<file path="src/rtl/core/quaternion_rotate_compose_assert.svh">
// Assertion macros for the quaternion rotate/compose block.
// Needs clk and rst_n in the including module; empty under synthesis.
`ifndef QUATERNION_ROTATE_COMPOSE_ASSERT_SVH
`define QUATERNION_ROTATE_COMPOSE_ASSERT_SVH
`ifndef SYNTHESIS
`define QRC_ASSERT(label, prop) \
  label: assert property (@(posedge clk) disable iff (!rst_n) prop) \
    else $error("qrc assertion failed");
`define QRC_ASSERT_NEXT(label, ante, cons) \
  label: assert property (@(posedge clk) disable iff (!rst_n) (ante) |=> (cons)) \
    else $error("qrc assertion failed");
`else
`define QRC_ASSERT(label, prop)
`define QRC_ASSERT_NEXT(label, ante, cons)
`endif
`endif

</file>
<file path="src/rtl/core/qrc_pkg.sv">
// Shared types and constants for the quaternion rotate/compose block.
// No dependencies.
package qrc_pkg;

  localparam int FIELD_W   = 16;
  localparam int CFG_IDX_W = 8;
  localparam int LANES     = 4;

  localparam logic [CFG_IDX_W-1:0] REG_ROT_W = CFG_IDX_W'(0);
  localparam logic [CFG_IDX_W-1:0] REG_ROT_I = CFG_IDX_W'(1);
  localparam logic [CFG_IDX_W-1:0] REG_ROT_J = CFG_IDX_W'(2);
  localparam logic [CFG_IDX_W-1:0] REG_ROT_K = CFG_IDX_W'(3);

  localparam logic FUNC_ROTATE  = 1'b0;
  localparam logic FUNC_COMPOSE = 1'b1;

  typedef struct packed {
    logic valid;
    logic func;
  } stg_ctl_t;

endpackage

</file>
<file path="src/rtl/core/qrc_clip.sv">
// Stage 5: subtract the input vector and zero w for rotate, saturate, hold the result beat.
// Depends on qrc_pkg.
module qrc_clip import qrc_pkg::*; #(
  parameter int DATA_WIDTH = 16,
  parameter int TW         = 54
) (
  input  logic                          clk,
  input  logic                          rst_n,
  input  stg_ctl_t                      ctl_in,
  output logic                          ready_up,
  input  logic [LANES-1:0][TW-1:0]      rnd_in,
  input  logic [LANES-2:0][FIELD_W-1:0] vec_in,
  output stg_ctl_t                      ctl_out,
  input  logic                          ready_dn,
  output logic [LANES-1:0][FIELD_W-1:0] res_out,
  output logic                          sat_out
);

  localparam logic signed [TW-1:0] CLIP_HI = (TW'(1) << (DATA_WIDTH - 1)) - TW'(1);
  localparam logic signed [TW-1:0] CLIP_LO = ~CLIP_HI;

  logic                          vld_r;
  logic                          func_r;
  logic [LANES-1:0][FIELD_W-1:0] res_r;
  logic [LANES-1:0][FIELD_W-1:0] res_nxt;
  logic                          sat_r;
  logic                          sat_nxt;
  logic [LANES-1:0]              lane_sat;
  logic signed [TW-1:0]          val_s [LANES];
  logic signed [TW-1:0]          cl_s  [LANES];

  assign ready_up = !vld_r || ready_dn;

  always_comb begin
    val_s[0] = $signed(rnd_in[0]);
    for (int k = 1; k < LANES; k++) begin
      if (ctl_in.func == FUNC_COMPOSE) begin
        val_s[k] = $signed(rnd_in[k]);
      end else begin
        val_s[k] = $signed(rnd_in[k]) - TW'($signed(vec_in[k-1]));
      end
    end
    for (int k = 0; k < LANES; k++) begin
      lane_sat[k] = 1'b0;
      cl_s[k]     = val_s[k];
      if (val_s[k] > CLIP_HI) begin
        cl_s[k]     = CLIP_HI;
        lane_sat[k] = 1'b1;
      end else if (val_s[k] < CLIP_LO) begin
        cl_s[k]     = CLIP_LO;
        lane_sat[k] = 1'b1;
      end
      res_nxt[k] = cl_s[k][FIELD_W-1:0];
    end
    if (ctl_in.func == FUNC_ROTATE) begin
      res_nxt[0]  = '0;
      lane_sat[0] = 1'b0;
    end
    sat_nxt = |lane_sat;
  end

  always_ff @(posedge clk) begin
    if (!rst_n) begin
      vld_r <= 1'b0;
    end else if (ready_up) begin
      vld_r <= ctl_in.valid;
    end
  end

  always_ff @(posedge clk) begin
    if (ready_up && ctl_in.valid) begin
      func_r <= ctl_in.func;
      res_r  <= res_nxt;
      sat_r  <= sat_nxt;
    end
  end

  assign ctl_out = '{valid: vld_r, func: func_r};
  assign res_out = res_r;
  assign sat_out = sat_r;

endmodule

</file>
<file path="config.mk">
export PLATFORM = sky130hd
export DESIGN_NAME = qrc_clip
export DESIGN_NICKNAME = d
export VERILOG_FILES = /design/src/rtl/core/quaternion_rotate_compose_assert.svh /design/src/rtl/core/qrc_pkg.sv /design/src/rtl/core/qrc_clip.sv
export SDC_FILE = /design/constraint.sdc
export NUM_CORES = 1
export LEC_CHECK = 0
export BUFFER_PORTS_ARGS = -buffer_cell sky130_fd_sc_hd__buf_4
export CAP_MARGIN = 20
export CORE_ASPECT_RATIO = 0.75
export CORE_UTILIZATION = 55
export CTS_CLUSTER_DIAMETER = 60
export CTS_CLUSTER_SIZE = 10
export DETAILED_ROUTE_END_ITERATION = 6
export MAX_ROUTING_LAYER = met4
export PLACE_DENSITY = 0.84
export SLEW_MARGIN = 0
export SYNTH_ARGS = -nofsm -noshare
export SYNTH_HDL_FRONTEND = slang
export SYNTH_SLANG_ARGS = --single-unit
</file>
<file path="constraint.sdc">
create_clock -name clk -period 5.8 [get_ports clk]
set_input_delay 0.29 -clock clk [delete_from_list [all_inputs] [get_ports clk]]
set_output_delay 0.29 -clock clk [all_outputs]
set_load 0.01 [all_outputs]
</file>
[After elaboration in Yosys (flattened, before gate mapping)]
Cells that the tools add are included.
Storage, ports and cells
  register bits: 67
  input port bits: 269
Cells by class
  $lt $le $gt $ge: 8
  bitwise operators: 1
  mux-type cells: 17
  add/sub/neg operators: 3
  reductions and logical operators: 5
Operators with widths (count)
  $gt 54x16->1 const B: 4
  $lt 54x16->1 const B: 4
  $mux 54: 3
  $sub 54x16->54: 3
  $mux 16: 4
  $mux 15: 1
  $mux 1: 9
  $reduce_or 4->1: 1
  $reduce_or 2->1: 1
  $logic_and 1x1->1: 1
  $logic_not 1->1: 1
  $logic_or 1x1->1: 1
  $not 1->1: 1

[Depth between registers and ports, before layout]
  depth after elaboration: 6
  gate-level depth with buffers: 18
  gate-level depth less buffers: 17

[Worst setup path before layout]
OpenSTA, ideal clock, no wires.
  path kind: input to register
  from: input port vec_in[31] in the netlist's numbering
  to: register sat_r, in the netlist sat_out, data pin
  cell stages on the path: 16
  data arrival time: 4.536 ns
  path slack: 1.001 ns
  path through: inv_1 -> ha_1 -> buf_2 -> a21oi_2 -> o21ai_1 -> a221o_1 -> a311o_1 -> nor2_1 -> mux2_2 -> a21oi_1 -> nand4_1 -> nor4_1 -> nand4_1 -> o41a_1 -> or3_1 -> a2111o_1
On the way
  cells in the longest elaborated chain, start to end: 6
RTL lines
  from (decl): line qrc_clip.sv:12  | input logic [LANES-2:0][FIELD_W-1:0] vec_in,
  $sub 54x16->54 *: line qrc_clip.sv:40  | val_s[k] = $signed(rnd_in[k]) - TW'($signed(vec_in[k-1]));
  $mux 54 *: line qrc_clip.sv:37  | if (ctl_in.func == FUNC_COMPOSE) begin
  $lt 54x16->1: line qrc_clip.sv:49  | end else if (val_s[k] < CLIP_LO) begin
  $mux 1: line qrc_clip.sv:49
  $mux 1 *: line qrc_clip.sv:46  | if (val_s[k] > CLIP_HI) begin
  $reduce_or 4->1 *: line qrc_clip.sv:59  | sat_nxt = |lane_sat;
  named net sat_nxt: line qrc_clip.sv:27  | logic sat_nxt;
  to (signal assigned): line qrc_clip.sv:74  | sat_r <= sat_nxt;
  to (decl): line qrc_clip.sv:26  | logic sat_r;
Mark *: on every way through the listed nets, which the timed path passes. The rest lies on a longest branch.
A chain may end at the register's enable or synchronous reset.

[Worst setup path in the final report]
Ends and elaborated chain as after synthesis.

==> metrics.cfg <==
[floorplan]
die_area_um2 = 29900
die_w_um = 199
die_h_um = 150
pin_count = 337
start_util_pct = 56.7
rows = 53
placeableCoreArea_um2 = 28400

[cts]
cts_max_level = 3
cts_tree = done
cts_root_buf = clkbuf_16
cts_sinks = 67
post_cts_resized = 0
insertion_delay_ns = 0.36
clk_path_buf_depth = 2
cts_buffers = 9
clkSlewWorstSetupHoldPaths_ns = 0.07
hold_buffers = 0
post-cts-setup-buffers = 0

[power]
p_leak_nw = 7.98
vdd_ir_drop_max_mv = 0.118
totalPowerFinal_mw = 3.21
power_density_nw_per_um2 = 170

[synth]
synthTopCellsByArea = ha_1, edfxtp_1, a21oi_1, nand2_1, o21ai_0
synth-async-reset-ratio_pct = 0
synth_cells = 2278
synth_top_area_share_pct = 12.4
synth.cell_area_um2 = 16100
synth-main-ff-cell = edfxtp_1
synth_area_leader_cell = ha_1
synth_seq_cells = 67
synth_fp_nets = 2709
synth_edf_count = 66
ys_seq_area_share_pct = 12.4
synth_cell_type_count = 106
yosys_warnings = 0
ys_top_cells_by_count = nand2_1, a21oi_1, nor2_1, o21ai_0, ha_1
post-synth-top-count-cell = nand2_1
synth.avg_cell_area_um2 = 7.06

[grt]
antenna_found_initial = 8
grt_max_degree = 153
overflow = 0
met1_usage_pct = 54.4
grt_pass1_wl_um = 97100
use_met3_pct = 8.06
track_usage_pct = 42.4
busiest_layer = met2
grt_pass1_vias = 18143
grt_util_met2_pct = 62.9

[drt]
dr.first_iter.drc_count = 2467
dr.pass1.iters = 7
post_drt_wl_per_cell_um = 21.9
drtAntennaViolNets = 0
drcViolationCount = 8
drt-total-wl_um = 64100
vias_per_cell = 6.84
vias = 20015

[critical_path]
worstSetupStartpointType = input port
crit_required_ns = 5.90
path_max_fanout = 10
critPathKind = in2reg
critPathCaptureType = register
worstPathArrival_ns = 5.18

[sta]
max_freq_mhz = 197
fin_crit_sh_pct = 87.5
maxSlewViolCount = 0
setup_viol = 0
skew_ns = 0.0154
holdWs_ns = 0.206
worstMarginPinSlew_ns = 0.961
tns_ns = 0
min_period_ns = 5.08
finalHoldViolCount = 0
slew_headroom_pct = 35.1
grt_setup_unrepaired = no

[placement]
dpl.cell_count = 2902
gp_congestion = 1.18
hpwl_um = 51900
io_buffers = 336
place_area_um2 = 18600

[layout]
final_nets = 2959
fillers = 2582
fin_cells = 2927
area_growth_pct = 17.3
post-route-cell-area_um2 = 18900
final_layout_size_suffix_gt1_share_pct = 16.9

[run_status]
violations = design-rule violations
status = complete, but fails checks

[job]
max_cap_viol_count = 0

[hold_path]
hold_class = in2reg

==> registers in the layout, indices dropped and copies added, names as in the netlist <==
name,flops
sat_out,1
func_r,1
vld_r,1
res_out,64
==> final timing paths <==
check                endpoint  depth (start not counted)  slack (ns)       start
hold / removal          vld_r                          3        0.21   ctl_in[1]
setup reg to reg  res_out[12]                          2        4.19       vld_r
hold reg to reg         vld_r                          2        0.54       vld_r
setup / recovery      sat_out                         18        0.72  vec_in[31]
==> cells in the final DEF (no fill, tap or decap), types with 8 or more instances in the layout <==
cell | synthesis | routed
a2111oi_0 | 9 | 9
a211oi_1 | 32 | 32
a21boi_0 | 11 | 11
a21o_1 | 65 | 65
a21oi_1 | 268 | 268
a31oi_1 | 35 | 35
a41oi_1 | 10 | 10
and2_1 | 13 | 12
and3_1 | 16 | 16
and4_1 | 8 | 8
buf_4 | 4 | 358
clkbuf_16 | 0 | 9
diode_2 | 0 | 9
edfxtp_1 | 66 | 66
ha_1 | 159 | 159
inv_1 | 84 | 83
mux2_2 | 9 | 9
mux2i_1 | 26 | 26
nand2_1 | 272 | 272
nand2b_1 | 16 | 16
nand3_1 | 50 | 50
nand4_1 | 82 | 82
nor2_1 | 189 | 189
nor2b_1 | 17 | 17
nor3_1 | 64 | 64
nor3b_1 | 10 | 10
nor4_1 | 36 | 36
o211ai_1 | 26 | 26
o21a_1 | 28 | 28
o21ai_0 | 165 | 165
o21ai_1 | 24 | 24
o21bai_1 | 33 | 33
o31ai_1 | 21 | 21
or3_1 | 21 | 21
or4_1 | 13 | 13
xnor2_1 | 74 | 74
xor2_1 | 48 | 48
==> logic make-up after synthesis <==
group	after synthesis	synth area share, %
AO/OA/AOI/OAI	840	33.5
XOR/XNOR	122	6.64
adder cells (fa/ha/maj)	162	12.7
buffers and inverters	205	6.59
flip-flops	67	12.4
multiplexers	35	2.25
AND/OR/NAND/NOR	847	25.9
==> power breakdown <==
group | leakage [nW] | internal [mW] | switching [mW] | total, mW
Combinational | 7.20 | 0.795 | 1.24 | 2.04
Clock | 0.135 | 0.297 | 0.253 | 0.550
Sequential | 0.642 | 0.604 | 0.0191 | 0.623
Total | 7.98 | 1.70 | 1.52 | 3.21
==> per-stage QoR <==
step,util [%],worst slack [ns]
3_5_place_dp,65.4,0.504
5_1_grt,66.5,0.436
2_1_floorplan,-,1.00
3_3_place_gp,65.4,0.562
4_1_cts,66.4,0.845
6_report,66.5,0.724
==> per-layer routing <==
| layer | vias to the layer above | share of wire [%] |
|---|---|---|
| li1 | 9165 | - |
| met1 | 9163 | 39 |
| met2 | 1446 | 43 |
| met3 | 241 | 13 |
| met4 | 0 | 5.6 |
| met5 | - | 0 |
==> worst max-delay path, cell delays in order <==
cell and delay (ns):
buf_4 0.12, inv_1 0.30, buf_4 0.23, ha_1 0.35
a211oi_1 0.39, o211ai_1 0.16, a41oi_1 0.31, o311ai_0 0.18
a31oi_1 0.30, buf_4 0.21, o21ai_0 0.14, a211oi_1 0.32
mux2_2 0.40, nor2b_1 0.21, nand4_1 0.12, o41a_1 0.44
or3_1 0.41, a2111o_1 0.30
==> cell type report <==
type,count,area [um2],area share (%)
Sequential cell,67,2000,10.6
Multi-Input combinational cell,2006,13000,69.1
Clock buffer,9,225,1.19
Clock inverter,7,61.3,0.325
Timing Repair Buffer,360,2720,14.4
Inverter,84,318,1.68
Tap cell,385,482,2.55
Antenna cell,9,22.5,0.119
(Power assumes the default switching activity.)
