`src/rtl/core/quaternion_rotate_compose_assert.svh`:
```
// Assertion macros for the quaternion rotate/compose block.
// Needs clk and rst_n in the including module; empty under synthesis.
`ifndef QUATERNION_ROTATE_COMPOSE_ASSERT_SVH
`define QUATERNION_ROTATE_COMPOSE_ASSERT_SVH
`ifndef SYNTHESIS
`define QRC_ASSERT(label, prop) \
  label: assert property (@(posedge clk) disable iff (!rst_n) prop) \
    else $error("qrc assertion failed");
`define QRC_ASSERT_NEXT(label, ante, cons) \
  label: assert property (@(posedge clk) disable iff (!rst_n) (ante) |=> (cons)) \
    else $error("qrc assertion failed");
`else
`define QRC_ASSERT(label, prop)
`define QRC_ASSERT_NEXT(label, ante, cons)
`endif
`endif

```
`src/rtl/core/qrc_pkg.sv`:
```
// Shared types and constants for the quaternion rotate/compose block.
// No dependencies.
package qrc_pkg;

  localparam int FIELD_W   = 16;
  localparam int CFG_IDX_W = 8;
  localparam int LANES     = 4;

  localparam logic [CFG_IDX_W-1:0] REG_ROT_W = CFG_IDX_W'(0);
  localparam logic [CFG_IDX_W-1:0] REG_ROT_I = CFG_IDX_W'(1);
  localparam logic [CFG_IDX_W-1:0] REG_ROT_J = CFG_IDX_W'(2);
  localparam logic [CFG_IDX_W-1:0] REG_ROT_K = CFG_IDX_W'(3);

  localparam logic FUNC_ROTATE  = 1'b0;
  localparam logic FUNC_COMPOSE = 1'b1;

  typedef struct packed {
    logic valid;
    logic func;
  } stg_ctl_t;

endpackage

```
`src/rtl/core/qrc_sum.sv`:
```
// Stage 2: dot and cross product sums, or the Hamilton product sums.
// Depends on qrc_pkg.
module qrc_sum import qrc_pkg::*; #(
  parameter int PW = 32,
  parameter int SW = 35
) (
  input  logic                                clk,
  input  logic                                rst_n,
  input  stg_ctl_t                            ctl_in,
  output logic                                ready_up,
  input  logic [LANES-1:0][LANES-1:0][PW-1:0] prod_in,
  input  logic [LANES-2:0][FIELD_W-1:0]       vec_in,
  output stg_ctl_t                            ctl_out,
  input  logic                                ready_dn,
  output logic [LANES-1:0][SW-1:0]            sum_out,
  output logic [LANES-2:0][FIELD_W-1:0]       vec_out
);

  logic                          vld_r;
  logic                          func_r;
  logic [LANES-1:0][SW-1:0]      sum_r;
  logic [LANES-1:0][SW-1:0]      sum_nxt;
  logic [LANES-2:0][FIELD_W-1:0] vec_r;
  logic signed [SW-1:0]          p_s [LANES][LANES];
  logic signed [SW-1:0]          dot_s;
  logic signed [SW-1:0]          ix_s;
  logic signed [SW-1:0]          iy_s;
  logic signed [SW-1:0]          iz_s;

  assign ready_up = !vld_r || ready_dn;

  always_comb begin
    for (int i = 0; i < LANES; i++) begin
      for (int j = 0; j < LANES; j++) begin
        p_s[i][j] = SW'($signed(prod_in[i][j]));
      end
    end
    dot_s = p_s[1][1] + p_s[2][2] + p_s[3][3];
    ix_s  = p_s[1][0] - p_s[3][2] + p_s[2][3];
    iy_s  = p_s[2][0] - p_s[1][3] + p_s[3][1];
    iz_s  = p_s[3][0] - p_s[2][1] + p_s[1][2];
    if (ctl_in.func == FUNC_COMPOSE) begin
      sum_nxt[0] = p_s[0][0] - dot_s;
      sum_nxt[1] = ix_s + p_s[0][1];
      sum_nxt[2] = iy_s + p_s[0][2];
      sum_nxt[3] = iz_s + p_s[0][3];
    end else begin
      sum_nxt[0] = dot_s;
      sum_nxt[1] = ix_s;
      sum_nxt[2] = iy_s;
      sum_nxt[3] = iz_s;
    end
  end

  always_ff @(posedge clk) begin
    if (!rst_n) begin
      vld_r <= 1'b0;
    end else if (ready_up) begin
      vld_r <= ctl_in.valid;
    end
  end

  always_ff @(posedge clk) begin
    if (ready_up && ctl_in.valid) begin
      func_r <= ctl_in.func;
      sum_r  <= sum_nxt;
      vec_r  <= vec_in;
    end
  end

  assign ctl_out = '{valid: vld_r, func: func_r};
  assign sum_out = sum_r;
  assign vec_out = vec_r;

endmodule

```
`config.mk`:
```
export PLATFORM = sky130hd
export DESIGN_NAME = qrc_sum
export DESIGN_NICKNAME = d
export VERILOG_FILES = /design/src/rtl/core/quaternion_rotate_compose_assert.svh /design/src/rtl/core/qrc_pkg.sv /design/src/rtl/core/qrc_sum.sv
export SDC_FILE = /design/constraint.sdc
export NUM_CORES = 1
export LEC_CHECK = 0
export BUFFER_PORTS_ARGS = -buffer_cell sky130_fd_sc_hd__buf_2
export CAP_MARGIN = 20
export CORE_AREA = 10 10 286 288
export DETAILED_ROUTE_END_ITERATION = 6
export DIE_AREA = 0 0 296 298
export PLACE_DENSITY = 0.54
export REMOVE_ABC_BUFFERS = 1
export SLEW_MARGIN = 20
export SYNTH_ARGS = -nofsm -noshare
export SYNTH_HDL_FRONTEND = slang
export SYNTH_SLANG_ARGS = --single-unit
```
`constraint.sdc`:
```
create_clock -name clk -period 5.4 [get_ports clk]
set_input_delay 0 -clock clk [delete_from_list [all_inputs] [get_ports clk]]
set_output_delay 0 -clock clk [all_outputs]
set_load 0.01 [all_outputs]
```
======== Word level (Yosys, flattened, before mapping) ========
Index checks and enable logic that the tools add are counted.
word-level totals
  register bits after elaboration ......... 190
  logic and storage cells ................. 25
  input port bits ......................... 565
cells by class
  multiplexer cells ....................... 1
  reduce and logical (&&, ||, !) cells .... 3
  add/subtract/negate cells ............... 12
operator list
  operator                      count
  2-to-1 mux 140 bit            1
  adder 33 x 32 -> 34 bit       4
  adder 34 x 32 -> 35 bit       3
  subtractor 32 x 32 -> 33 bit  3
  subtractor 32 x 34 -> 35 bit  1
  adder 32 x 32 -> 33 bit       1
  logical AND 1 bit             1
  zero test 1 bit               1
  logical OR 1 bit              1

======== Longest topological paths before layout ========
Gate-level depths: netlist of the first run.
  depth in word-level cells ............... 4
  mapped depth ............................ 28

======== Worst setup path after synthesis of the first run ========
OpenSTA, ideal clock, no wires.
  kind .................................... register to register
  start point ............................. register vld_r
  end point ............................... register func_r (enable)
  library setup time ...................... 0.573 ns
  arrival time ............................ 4.791 ns
  period minus slack after synthesis ...... 5.364 ns
  slack ................................... 0.036 ns
  stages on the path, launching flop included .. 3
  path buffers ............................ 0
  cells stage by stage .................... dfxtp_1 > nand2b_1 > and2_1
on the way
  cells in the longest elaborated chain, start to end .. 3
RTL lines
  item                    RTL line       text
  start, declared         qrc_sum.sv:19  logic vld_r;
  start signal, assigned  qrc_sum.sv:59  vld_r <= ctl_in.valid;
  zero test 1 bit         qrc_sum.sv:30  assign ready_up = !vld_r || ready_dn;
  logical OR 1 bit        qrc_sum.sv:30
  named net ready_up      qrc_sum.sv:10  output logic ready_up,
  logical AND 1 bit       qrc_sum.sv:64  if (ready_up && ctl_in.valid) begin
  end signal, assigned    qrc_sum.sv:65  func_r <= ctl_in.func;
  end, declared           qrc_sum.sv:20  logic func_r;
The timed path passes the listed nets, and every way through them passes these cells.
A chain may end at the register's enable or synchronous reset.

==> metrics.cfg, run 1 <==
[sta]
finalSetupViolations = 0
slew_viol_final = 0
fin_crit_ps = 5000
fmax_mhz = 200
rsz0062_at_grt = no
fin_crit_sh_pct = 92.7
clock_skew_ps = 13.4
hold_violations = 0
slew_headroom_pct = 41.2
worst_pin_slew_ps = 883

[routing]
final_antenna_net_count = 0
vias = 22353
wl_um = 87500
post_drt_wl_per_cell_um = 18.9
first_pass_iters = 5
viasPerCell = 4.83
drt_iter0_markers = 955
drc_errors = 0

[worst_setup_path]
arrival_ps = 5220
r2r_cells = 3
r2r_end = sum_out[54]
critical_path.most_common_cell = buf_4
path_class = in2reg
ff2ff_setup_slack_ps = 3110
cp_max_fo = 4
critPathCaptureType = flop
startpoint_type = input port
rr_startpoint = vld_r
crit_path_max_incr_delay_ps = 530
required_ps = 5620
crit_slowest_cell = fa_1

[floorplanning]
ioPinCount = 756
die_area_um2 = 88200
core_area_um2 = 75700
die_height_um = 298
start_util_pct = 31.5
fp.dieW_um = 296
fp-row-count = 101

[global_routing]
grt_util_met1_pct = 21.8
top_usage_layer = met2
use_met2_pct = 34.9
grt_start_max_net_pins = 96
antenna_found_initial = 25
grt_pass1_wl_um = 132000
grt_overflow_total = 0
grt_use_met3_pct = 5.61
grtUsageTotal_pct = 19.2
grt_pass1_vias = 23170

[clock_network]
post_cts_buffers = 0
clk_pin_slew_ps = 110
numCtsBuffers = 17
cts_root_buffer = clkbuf_16
clock_insertion_delay_worst_skew_ps = 500
cts.sinks = 190
cts_buffer_depth = 2
cts_tree = built
cts-htree-levels = 4

[synthesis]
avgSynthCellArea_um2 = 8.97
synthFlopType = edfxtp_1
synth_top_area_share_pct = 23.8
synth_area_um2 = 23900
synth.most_common_cell = inv_1
ys_seq_elements = 190
synth_common_cells = inv_1 (463), ha_1 (267), a21oi_1 (209), edfxtp_1 (189), nand2_1 (155)
yosys.area.top_type = edfxtp_1
async_flop_share_pct = 0
synth.distinct_cells = 101
synth_edf_count = 189
ys_warn_count = 0
synth_area_leaders = edfxtp_1 (24%), ha_1 (14%), fa_1 (11%)
seq_area_frac_synth_pct = 23.9
netlist_instances = 2659

[worst_hold_path]
hp-class = in2reg
hold_path_depth = 5
hold_path_end = sum_out[6]
hp-start = prod_in[6]

[finish]
drive_gt1_share_pct = 29.1
multiInputGateArea_um2 = 16300
layout.nets = 4589
areaGrowthSynthToFinish_pct = 31.0
fin_util_pct = 41.3
seq_area_um2 = 5700
fillers = 7734

[run]
maxCapViolCount = 0

[power_and_ir_drop]
leakagePower_nw = 15.9
finalPower_w = 0.0126
peakVddDrop_mv = 0.190
power_density_nw_per_um2 = 402

[placement]
gp_congestion = 0.917
port_buffers = 755
place_hpwl_um = 75100

[status]
status = finished, final reports clean

[worst max-delay path, delay by kind of cell]
| kind | cells | cell delay [ps] |
|---|---|---|
| AO/OA/AOI/OAI | 11 | 1920 |
| adder cells (fa/ha/maj) | 4 | 1470 |
| AND/OR/NAND/NOR | 4 | 840 |
| buffers and inverters | 5 | 630 |
| XOR/XNOR | 2 | 280 |
| multiplexers | 1 | 80 |
[sequential cells by signal (all words and copies together), names as in the netlist]
signal / count
sum_out: 140
vec_out: 48
func_r: 1
vld_r: 1
[power breakdown]
group	switching, W	internal [W]
Sequential	0.000128	0.00224
Combinational	0.00467	0.00412
Clock	0.000759	0.000625
[layer usage]
layer | vias up | part of all wire (%) | wire length [um]
met2 | 624 | 51 | 44300
met3 | 78 | 8.1 | 7080
li1 | 11206 | - | -
met1 | 10421 | 40 | 34700
met4 | 24 | 1.4 | 1250
met5 | - | 0.16 | 142
[kinds of logic (layout without fill, tap and decap cells)]
family	Yosys count	count (layout)	share of synthesized area, %
buffers and inverters	500	1478	8.10
AND/OR/NAND/NOR	525	525	10.8
multiplexers	65	65	3.04
AO/OA/AOI/OAI	749	749	20.4
flip-flops	190	190	23.9
adder cells (fa/ha/maj)	403	403	25.3
XOR/XNOR	227	227	8.43
other	0	13	0
[layout by cell type, fill, tap and decap left out, drive strengths merged, types with 14 or more instances in the layout]
master       instances
buf                919
inv                468
ha                 267
a21oi              210
edfxtp             189
nand2              156
o21ai              156
xnor2              140
a21o               134
fa                 133
nor2               124
xor2                86
dlygate4sd3         64
mux2                57
o21bai              47
nand3               46
nand2b              38
o21a                33
nor2b               27
nor3                25
and3                23
a31oi               23
a211oi              19
clkbuf              17
nand4               16
a21boi              14
or3                 14
o31ai               14
[layout make-up]
type / count / area share [%]
well taps: 978 / 3.92
clock buffers: 17 / 1.36
diodes: 13 / 0.104
inverters: 463 / 5.57
multi-input cells: 1969 / 52.1
repair buffers: 983 / 18.1
flip-flops and latches: 190 / 18.2
clock inverters: 15 / 0.553
[per-stage QoR]
stage               hold WS [ps]  setup TNS, ps  worst slack (ps)  instances  cell area, um^2
detailed placement           178          -3550              -338       4519            29900
finish                      42.3              0               396       4628            31200
CTS                         2.39              0               144       4615            31200
floorplan                   98.9          -1390             -7.36       2622            23700
global placement             176          -2770              -251       4519            29900
global route                49.2              0              8.43       4620            31200
[how the worst max path moves through the flow]
stage / startpoint / end / slack [ps] / cells after the start
after floorplan: vld_r / func_r / -7 / 2
after global placement: prod_in[193] / sum_out[138] / -250 / 25
after detailed placement: prod_in[193] / sum_out[135] / -340 / 26
after CTS: prod_in[193] / sum_out[135] / 140 / 26
after global routing: prod_in[225] / sum_out[101] / 8 / 26
final: prod_in[161] / sum_out[28] / 400 / 27
[what timing repair did]
item,in CTS,in global routing
hold endpoints to repair,69,0
gates resized for setup,0,15
hold buffers,64,0
setup endpoints to repair,0,16
Note: power is estimated with default switching activity, not from simulation.
==> run 2: changes to the inputs <==
--- a/config.mk
+++ b/config.mk
@@ -5,12 +5,13 @@
 export SDC_FILE = /design/constraint.sdc
 export NUM_CORES = 1
 export LEC_CHECK = 0
+export ABC_AREA = 1
 export BUFFER_PORTS_ARGS = -buffer_cell sky130_fd_sc_hd__buf_2
 export CAP_MARGIN = 20
-export CORE_AREA = 10 10 286 288
+export CORE_AREA = 10 10 287 289
 export DETAILED_ROUTE_END_ITERATION = 6
-export DIE_AREA = 0 0 296 298
-export PLACE_DENSITY = 0.54
+export DIE_AREA = 0 0 297 299
+export PLACE_DENSITY = 0.66
 export REMOVE_ABC_BUFFERS = 1
 export SLEW_MARGIN = 20
 export SYNTH_ARGS = -nofsm -noshare
==> run 2 against run 1 <==
Compared with the run above:
- synthesized cell count rose by 33%
- worst setup slack gained 400 ps
- non-clock buffer count shrank 146
- clock skew rose by 2.9 ps
- routed wire length increased by 13%
- global-route usage is 2.2 points higher
- register-to-register slack improved by 390 ps
- combinational power decreased by 1%
- critical endpoint is now sum_out[67]
==> metrics.cfg, run 2 <==
[finish]
drive_gt1_share_pct = 19.9
final_cell_mix = nand2_1 (763), buf_2 (754), inv_1 (724)
largest_reg_flops = 140
layout_commonest_cell = nand2_1
layout.nets = 5320
fin_util_pct = 41.6
fillers = 8034
areaGrowthSynthToFinish_pct = 25.2

[synthesis]
avgSynthCellArea_um2 = 7.22
synthFlopType = edfxtp_1
synth_common_cells = nand2_1 (763), inv_1 (724), a21oi_1 (322), ha_1 (267), nor2_1 (225)
synth_area_um2 = 25500
async_flop_share_pct = 0
netlist_instances = 3533
synth.distinct_cells = 54
seq_area_frac_synth_pct = 22.3
synthSimpleGateAreaFrac_pct = 21.0
muxShareOfSynthArea_pct = 0
synth_area_leaders = edfxtp_1 (22%), ha_1 (13%), nand2_1 (11%)
synth_compound_area_share_pct = 15.7
synth.most_common_cell = nand2_1
ys_seq_elements = 190
ys_warn_count = 0
synth_edf_count = 189
synthAdderAreaFrac_pct = 23.5
synth_top_area_share_pct = 22.2
synth_xor_area_share_pct = 6.18
synth_top_family_by_area = adder cells
yosys.area.top_type = edfxtp_1

[sta]
tns_ps = 0
clock_skew_ps = 16.3
fmax_mhz = 217
rsz0062_at_grt = no
slew_viol_final = 0
finalSetupViolations = 0
slew_headroom_pct = 33.9
setup_ws_ps = 797
hold_violations = 0
worst_pin_slew_ps = 991
fin_crit_ps = 4600
fin_crit_sh_pct = 85.2

[floorplanning]
fp.dieW_um = 297
fp-row-count = 102
die_area_um2 = 88800
start_util_pct = 33.3
core_area_um2 = 76700
die_height_um = 299
ioPinCount = 756

[clock_network]
cts_tree = built
cts_root_buffer = clkbuf_16
clk_pin_slew_ps = 100
cts.repair.resized = 0
cts_buffer_depth = 2
clock_insertion_delay_worst_skew_ps = 520
numCtsBuffers = 17
cts.sinks = 190
cts-htree-levels = 4
post_cts_buffers = 0
cts_hold_buf = 69

[worst_setup_path]
startpoint_type = input port
required_ps = 5630
cp_max_fo = 5
ff2ff_setup_slack_ps = 3500
arrival_ps = 4830
rr_startpoint = vld_r
critPathCaptureType = flop
r2r_cells = 2
r2r_end = sum_out[119]
path_class = in2reg

[power_and_ir_drop]
peakVddDrop_mv = 0.193
leakagePower_nw = 16.8
power_density_nw_per_um2 = 388

[placement]
dp_slack_ps = 353
port_buffers = 755
gp_congestion = 0.959
place_hpwl_um = 85300

[global_routing]
grtUsageTotal_pct = 21.5
grt_overflow_total = 0
grt_start_max_net_pins = 118
grt_pass1_wl_um = 151000
grt_pass1_vias = 26325
antenna_found_initial = 15

[routing]
wl_um = 98800
vias = 26243
post_drt_wl_per_cell_um = 18.3
viasPerCell = 4.85
first_pass_iters = 6
final_antenna_net_count = 0
drt_iter0_markers = 1543
drc_errors = 0

[worst_hold_path]
hp-class = in2reg
hp-start = prod_in[56]
hold_path_depth = 4
hold_path_end = sum_out[59]

[status]
status = finished, final reports clean

[run]
maxCapViolCount = 0

[run 2: cell types whose count changed after synthesis, sizes merged, moves of 57 or more]
cell / previous run / this run
a21o: 134 / 15
a21oi: 210 / 327
inv: 463 / 727
mux2: 57 / 0
nand2: 156 / 772
nand3: 46 / 165
nor2: 124 / 234
o21ai: 156 / 246
xnor2: 140 / 75
[run 2: report_power, final]
group	leakage (nW)	internal [W]	switching (W)
registers	1.85	0.00216	0.000102
logic	14.7	0.00316	0.00550
clock network	0.297	0.000748	0.000721
[run 2: cell families after synthesis]
group	after synthesis
flip-flops	190
XOR/XNOR	180
buffers and inverters	762
AO/OA/AOI/OAI	721
AND/OR/NAND/NOR	1280
adder cells (fa/ha/maj)	400
[run 2: critical path, cell delays in order]
cell,delay [ps]
dlygate4sd3_1,590
buf_2,140
ha_1,280
fa_1,480
nand3_1,80
nand2_1,110
nand2_1,80
nand3_1,160
a21oi_1,300
o21bai_1,170
a21oi_1,220
inv_1,80
a21oi_1,160
xnor2_1,220
ha_1,350
nand2_1,160
inv_1,50
a21oi_1,200
o221ai_1,130
a21oi_1,110
o21ai_0,150
nand2_1,100
nand2_1,60
or2_2,270
nand3_1,60
o21ai_0,80
[run 2: worst max path at each step]
stage                     cells past startpoint  slack (ps)         start            to
after floorplan                               1       -4860         vld_r        func_r
final                                        26         800  prod_in[128]   sum_out[67]
after global routing                         35         380  prod_in[416]  sum_out[104]
after detailed placement                     28         350  prod_in[130]   sum_out[67]
after global placement                       27         410  prod_in[130]   sum_out[67]
after CTS                                    26         820  prod_in[128]   sum_out[67]
[run 2: stage by stage]
step           total power (W)  cells  cell area (um^2)  hold slack (ps)
2_1_floorplan          0.00825   3499             25400             98.9
3_3_place_gp            0.0108   5307             30600              176
3_5_place_dp            0.0108   5307             30600              178
4_1_cts                 0.0124   5408             31900             11.1
5_1_grt                 0.0136   5413             31900             55.4
6_report                0.0124   5415             31900             47.6
[run 2: final cells by class]
class	count	area, um^2	share of cell area (%)
clock inverter	14	198	0.619
inverter	728	2740	8.57
sequential	190	5700	17.8
timing repair buffer	837	4590	14.4
antenna	7	17.5	0.0549
clock buffer	18	429	1.34
tap	1040	1300	4.07
multi-input combinational	2581	17000	53.1
[run 2: layer usage]
metal  vias up  GRT usage, %  share of wire [%]
met5         -             0              0.081
met4        16          6.10                2.4
met3       108          3.93                5.8
met2       771          37.7                 49
met1     12163          26.5                 43
li1      13185             -                  -
==> run 3: changes to the inputs <==
--- a/config.mk
+++ b/config.mk
@@ -8,10 +8,10 @@
 export ABC_AREA = 1
 export BUFFER_PORTS_ARGS = -buffer_cell sky130_fd_sc_hd__buf_2
 export CAP_MARGIN = 20
-export CORE_AREA = 10 10 287 289
+export CORE_AREA = 10 10 289 291
 export DETAILED_ROUTE_END_ITERATION = 6
-export DIE_AREA = 0 0 297 299
-export PLACE_DENSITY = 0.66
+export DIE_AREA = 0 0 299 301
+export PLACE_DENSITY = 0.65
 export REMOVE_ABC_BUFFERS = 1
 export SLEW_MARGIN = 20
 export SYNTH_ARGS = -nofsm -noshare
==> run 3 against run 2 <==
Compared with the run above:
- total power shrank 1.1%
- maximum frequency grew 1.3%
- count of clock-buffer cells in the layout grew 1
- global-route usage shrank 0.44 points
- sequential cell count is the same
- critical path depth grew 9
- combinational power is essentially flat
- critical endpoint is now sum_out[104]
- largest power group unchanged
- highest routed layer unchanged
==> metrics.cfg, run 3 (synthesized netlist as in run 2, its figures left out) <==
[floorplanning]
start_util_pct = 33.0
core_area_um2 = 77300
die_area_um2 = 90000
ioPinCount = 756
die_height_um = 301
fp-row-count = 102
fp.dieW_um = 299

[clock_network]
cts_root_buffer = clkbuf_16
cts_buffer_depth = 2
clk_pin_slew_ps = 80
numCtsBuffers = 17
cts.sinks = 190
cts_tree = built
post_cts_buffers = 0
clock_insertion_delay_worst_skew_ps = 500
cts-htree-levels = 4

[routing]
wl_um = 98400
first_pass_iters = 7
drc_errors = 0
post_drt_wl_per_cell_um = 18.2
drt_iter0_markers = 1671
final_antenna_net_count = 0
viasPerCell = 4.83
vias = 26154

[worst_setup_path]
crit_slowest_cell = fa_1
cp-endpoint = sum_out[104]
critPathBufInv = 5
r2r_cells = 2
required_ps = 5670
worst-path-stages = 35
path_class = in2reg
critPathCaptureType = flop
rr_startpoint = vld_r
arrival_ps = 4810
crit_start = prod_in[416]
r2r_end = vec_out[40]
crit_path_max_incr_delay_ps = 460
path_delay_family = simple AND/OR/NAND/NOR gates
cp_max_fo = 6
critical_path.most_common_cell = nand2_1
ff2ff_setup_slack_ps = 3420
startpoint_type = input port

[sta]
fin_crit_ps = 4540
whs_ps = 48.4
fmax_mhz = 220
hold_violations = 0
worst_pin_slew_ps = 763
slew_headroom_pct = 49.1
finalSetupViolations = 0
slew_viol_final = 0
clock_skew_ps = 13.1
setup_ws_ps = 858
rsz0062_at_grt = no
fin_crit_sh_pct = 84.1

[power_and_ir_drop]
peakVddDrop_mv = 0.212
leakagePower_nw = 16.8
power_density_nw_per_um2 = 385

[global_routing]
grt_start_max_net_pins = 109
grt_pass1_vias = 26378
antenna_found_initial = 27
grt_pass1_wl_um = 149000
grtUsageTotal_pct = 21.0
grt_overflow_total = 0

[finish]
layout_commonest_cell = nand2_1
layout.nets = 5311
largest_reg_flops = 140
final_cell_mix = nand2_1 (763), buf_2 (754), inv_1 (724)
drive_gt1_share_pct = 19.8
areaGrowthSynthToFinish_pct = 24.8
finalNonFillerCells = 5411
finalInstanceArea_um2 = 31800

[placement]
port_buffers = 755
dp_slack_ps = 254
placedCellCount = 5302
dpl_cell_area_um2 = 30600
place_hpwl_um = 85200
gp_congestion = 0.967

[run]
maxCapViolCount = 0

[status]
status = finished, final reports clean

[worst_hold_path]
hp-class = in2reg

## run 3: changes by cell type in the layout (fill, tap and decap cells not counted), sizes merged
cell,before,now
buf,768,763
clkbuf,18,19
diode,7,12
bufinv,3,1
inv,735,733
dlygate4sd3,69,65
clkinvlp,3,4
clkinv,1,3
## run 3: cell type report
type                       instances  area [um^2]
antenna                           12         30.0
clock buffer                      19          443
clock inverter                    13          131
fill                            8137        45500
inverter                         728         2740
multi-input combinational       2581        17000
sequential                       190         5700
tap                             1040         1300
timing repair buffer             828         4530
## run 3: worst min-delay path by stage
stage,from,to,slack (ps),cells past startpoint
after floorplan,ctl_in[0],func_r,100,0
after global placement,vec_in[36],vec_out[36],180,1
after detailed placement,vec_in[43],vec_out[43],180,1
after CTS,prod_in[66],sum_out[72],6,4
after global routing,prod_in[33],sum_out[36],70,4
final,prod_in[33],sum_out[36],50,4
## run 3: routing by layer
metal  up-vias  track usage, %  part of all wire (%)
met1     11983            24.5                    41
li1      13165               -                     -
met2       842            37.9                    50
met3       140            4.42                   6.1
met5         -               0                  0.14
met4        24            6.74                   2.6
## run 3: per-stage QoR
step / setup TNS, ps / utilization (%) / total power [W]
floorplan: -917850 / - / 0.00825
global placement: 0 / 39.5 / 0.0108
global route: 0 / 41.2 / 0.0135
detailed placement: 0 / 39.5 / 0.0108
CTS: 0 / 41.1 / 0.0123
finish: 0 / 41.2 / 0.0123
## run 3: where the power goes
part	total (W)	leakage, nW	switching [W]	internal [W]
clock	0.00136	0.271	0.000698	0.000658
combinational	0.00864	14.6	0.00550	0.00315
sequential	0.00227	1.85	0.000105	0.00216
total	0.0123	16.8	0.00630	0.00597
## run 3: tightest hold or removal path: cells and delay by family
kind / cells / cell delay (ps)
AND/OR/NAND/NOR: 2 / 150
buffers and inverters: 1 / 120
adder cells (fa/ha/maj): 1 / 170
## run 3: what timing repair did
item | 4_1_cts | 5_1_grt
endpoints found under the hold margin | 74 | 0
resized for setup | 0 | 0
hold buffers | 65 | 0
endpoints found under the setup margin | 0 | 0
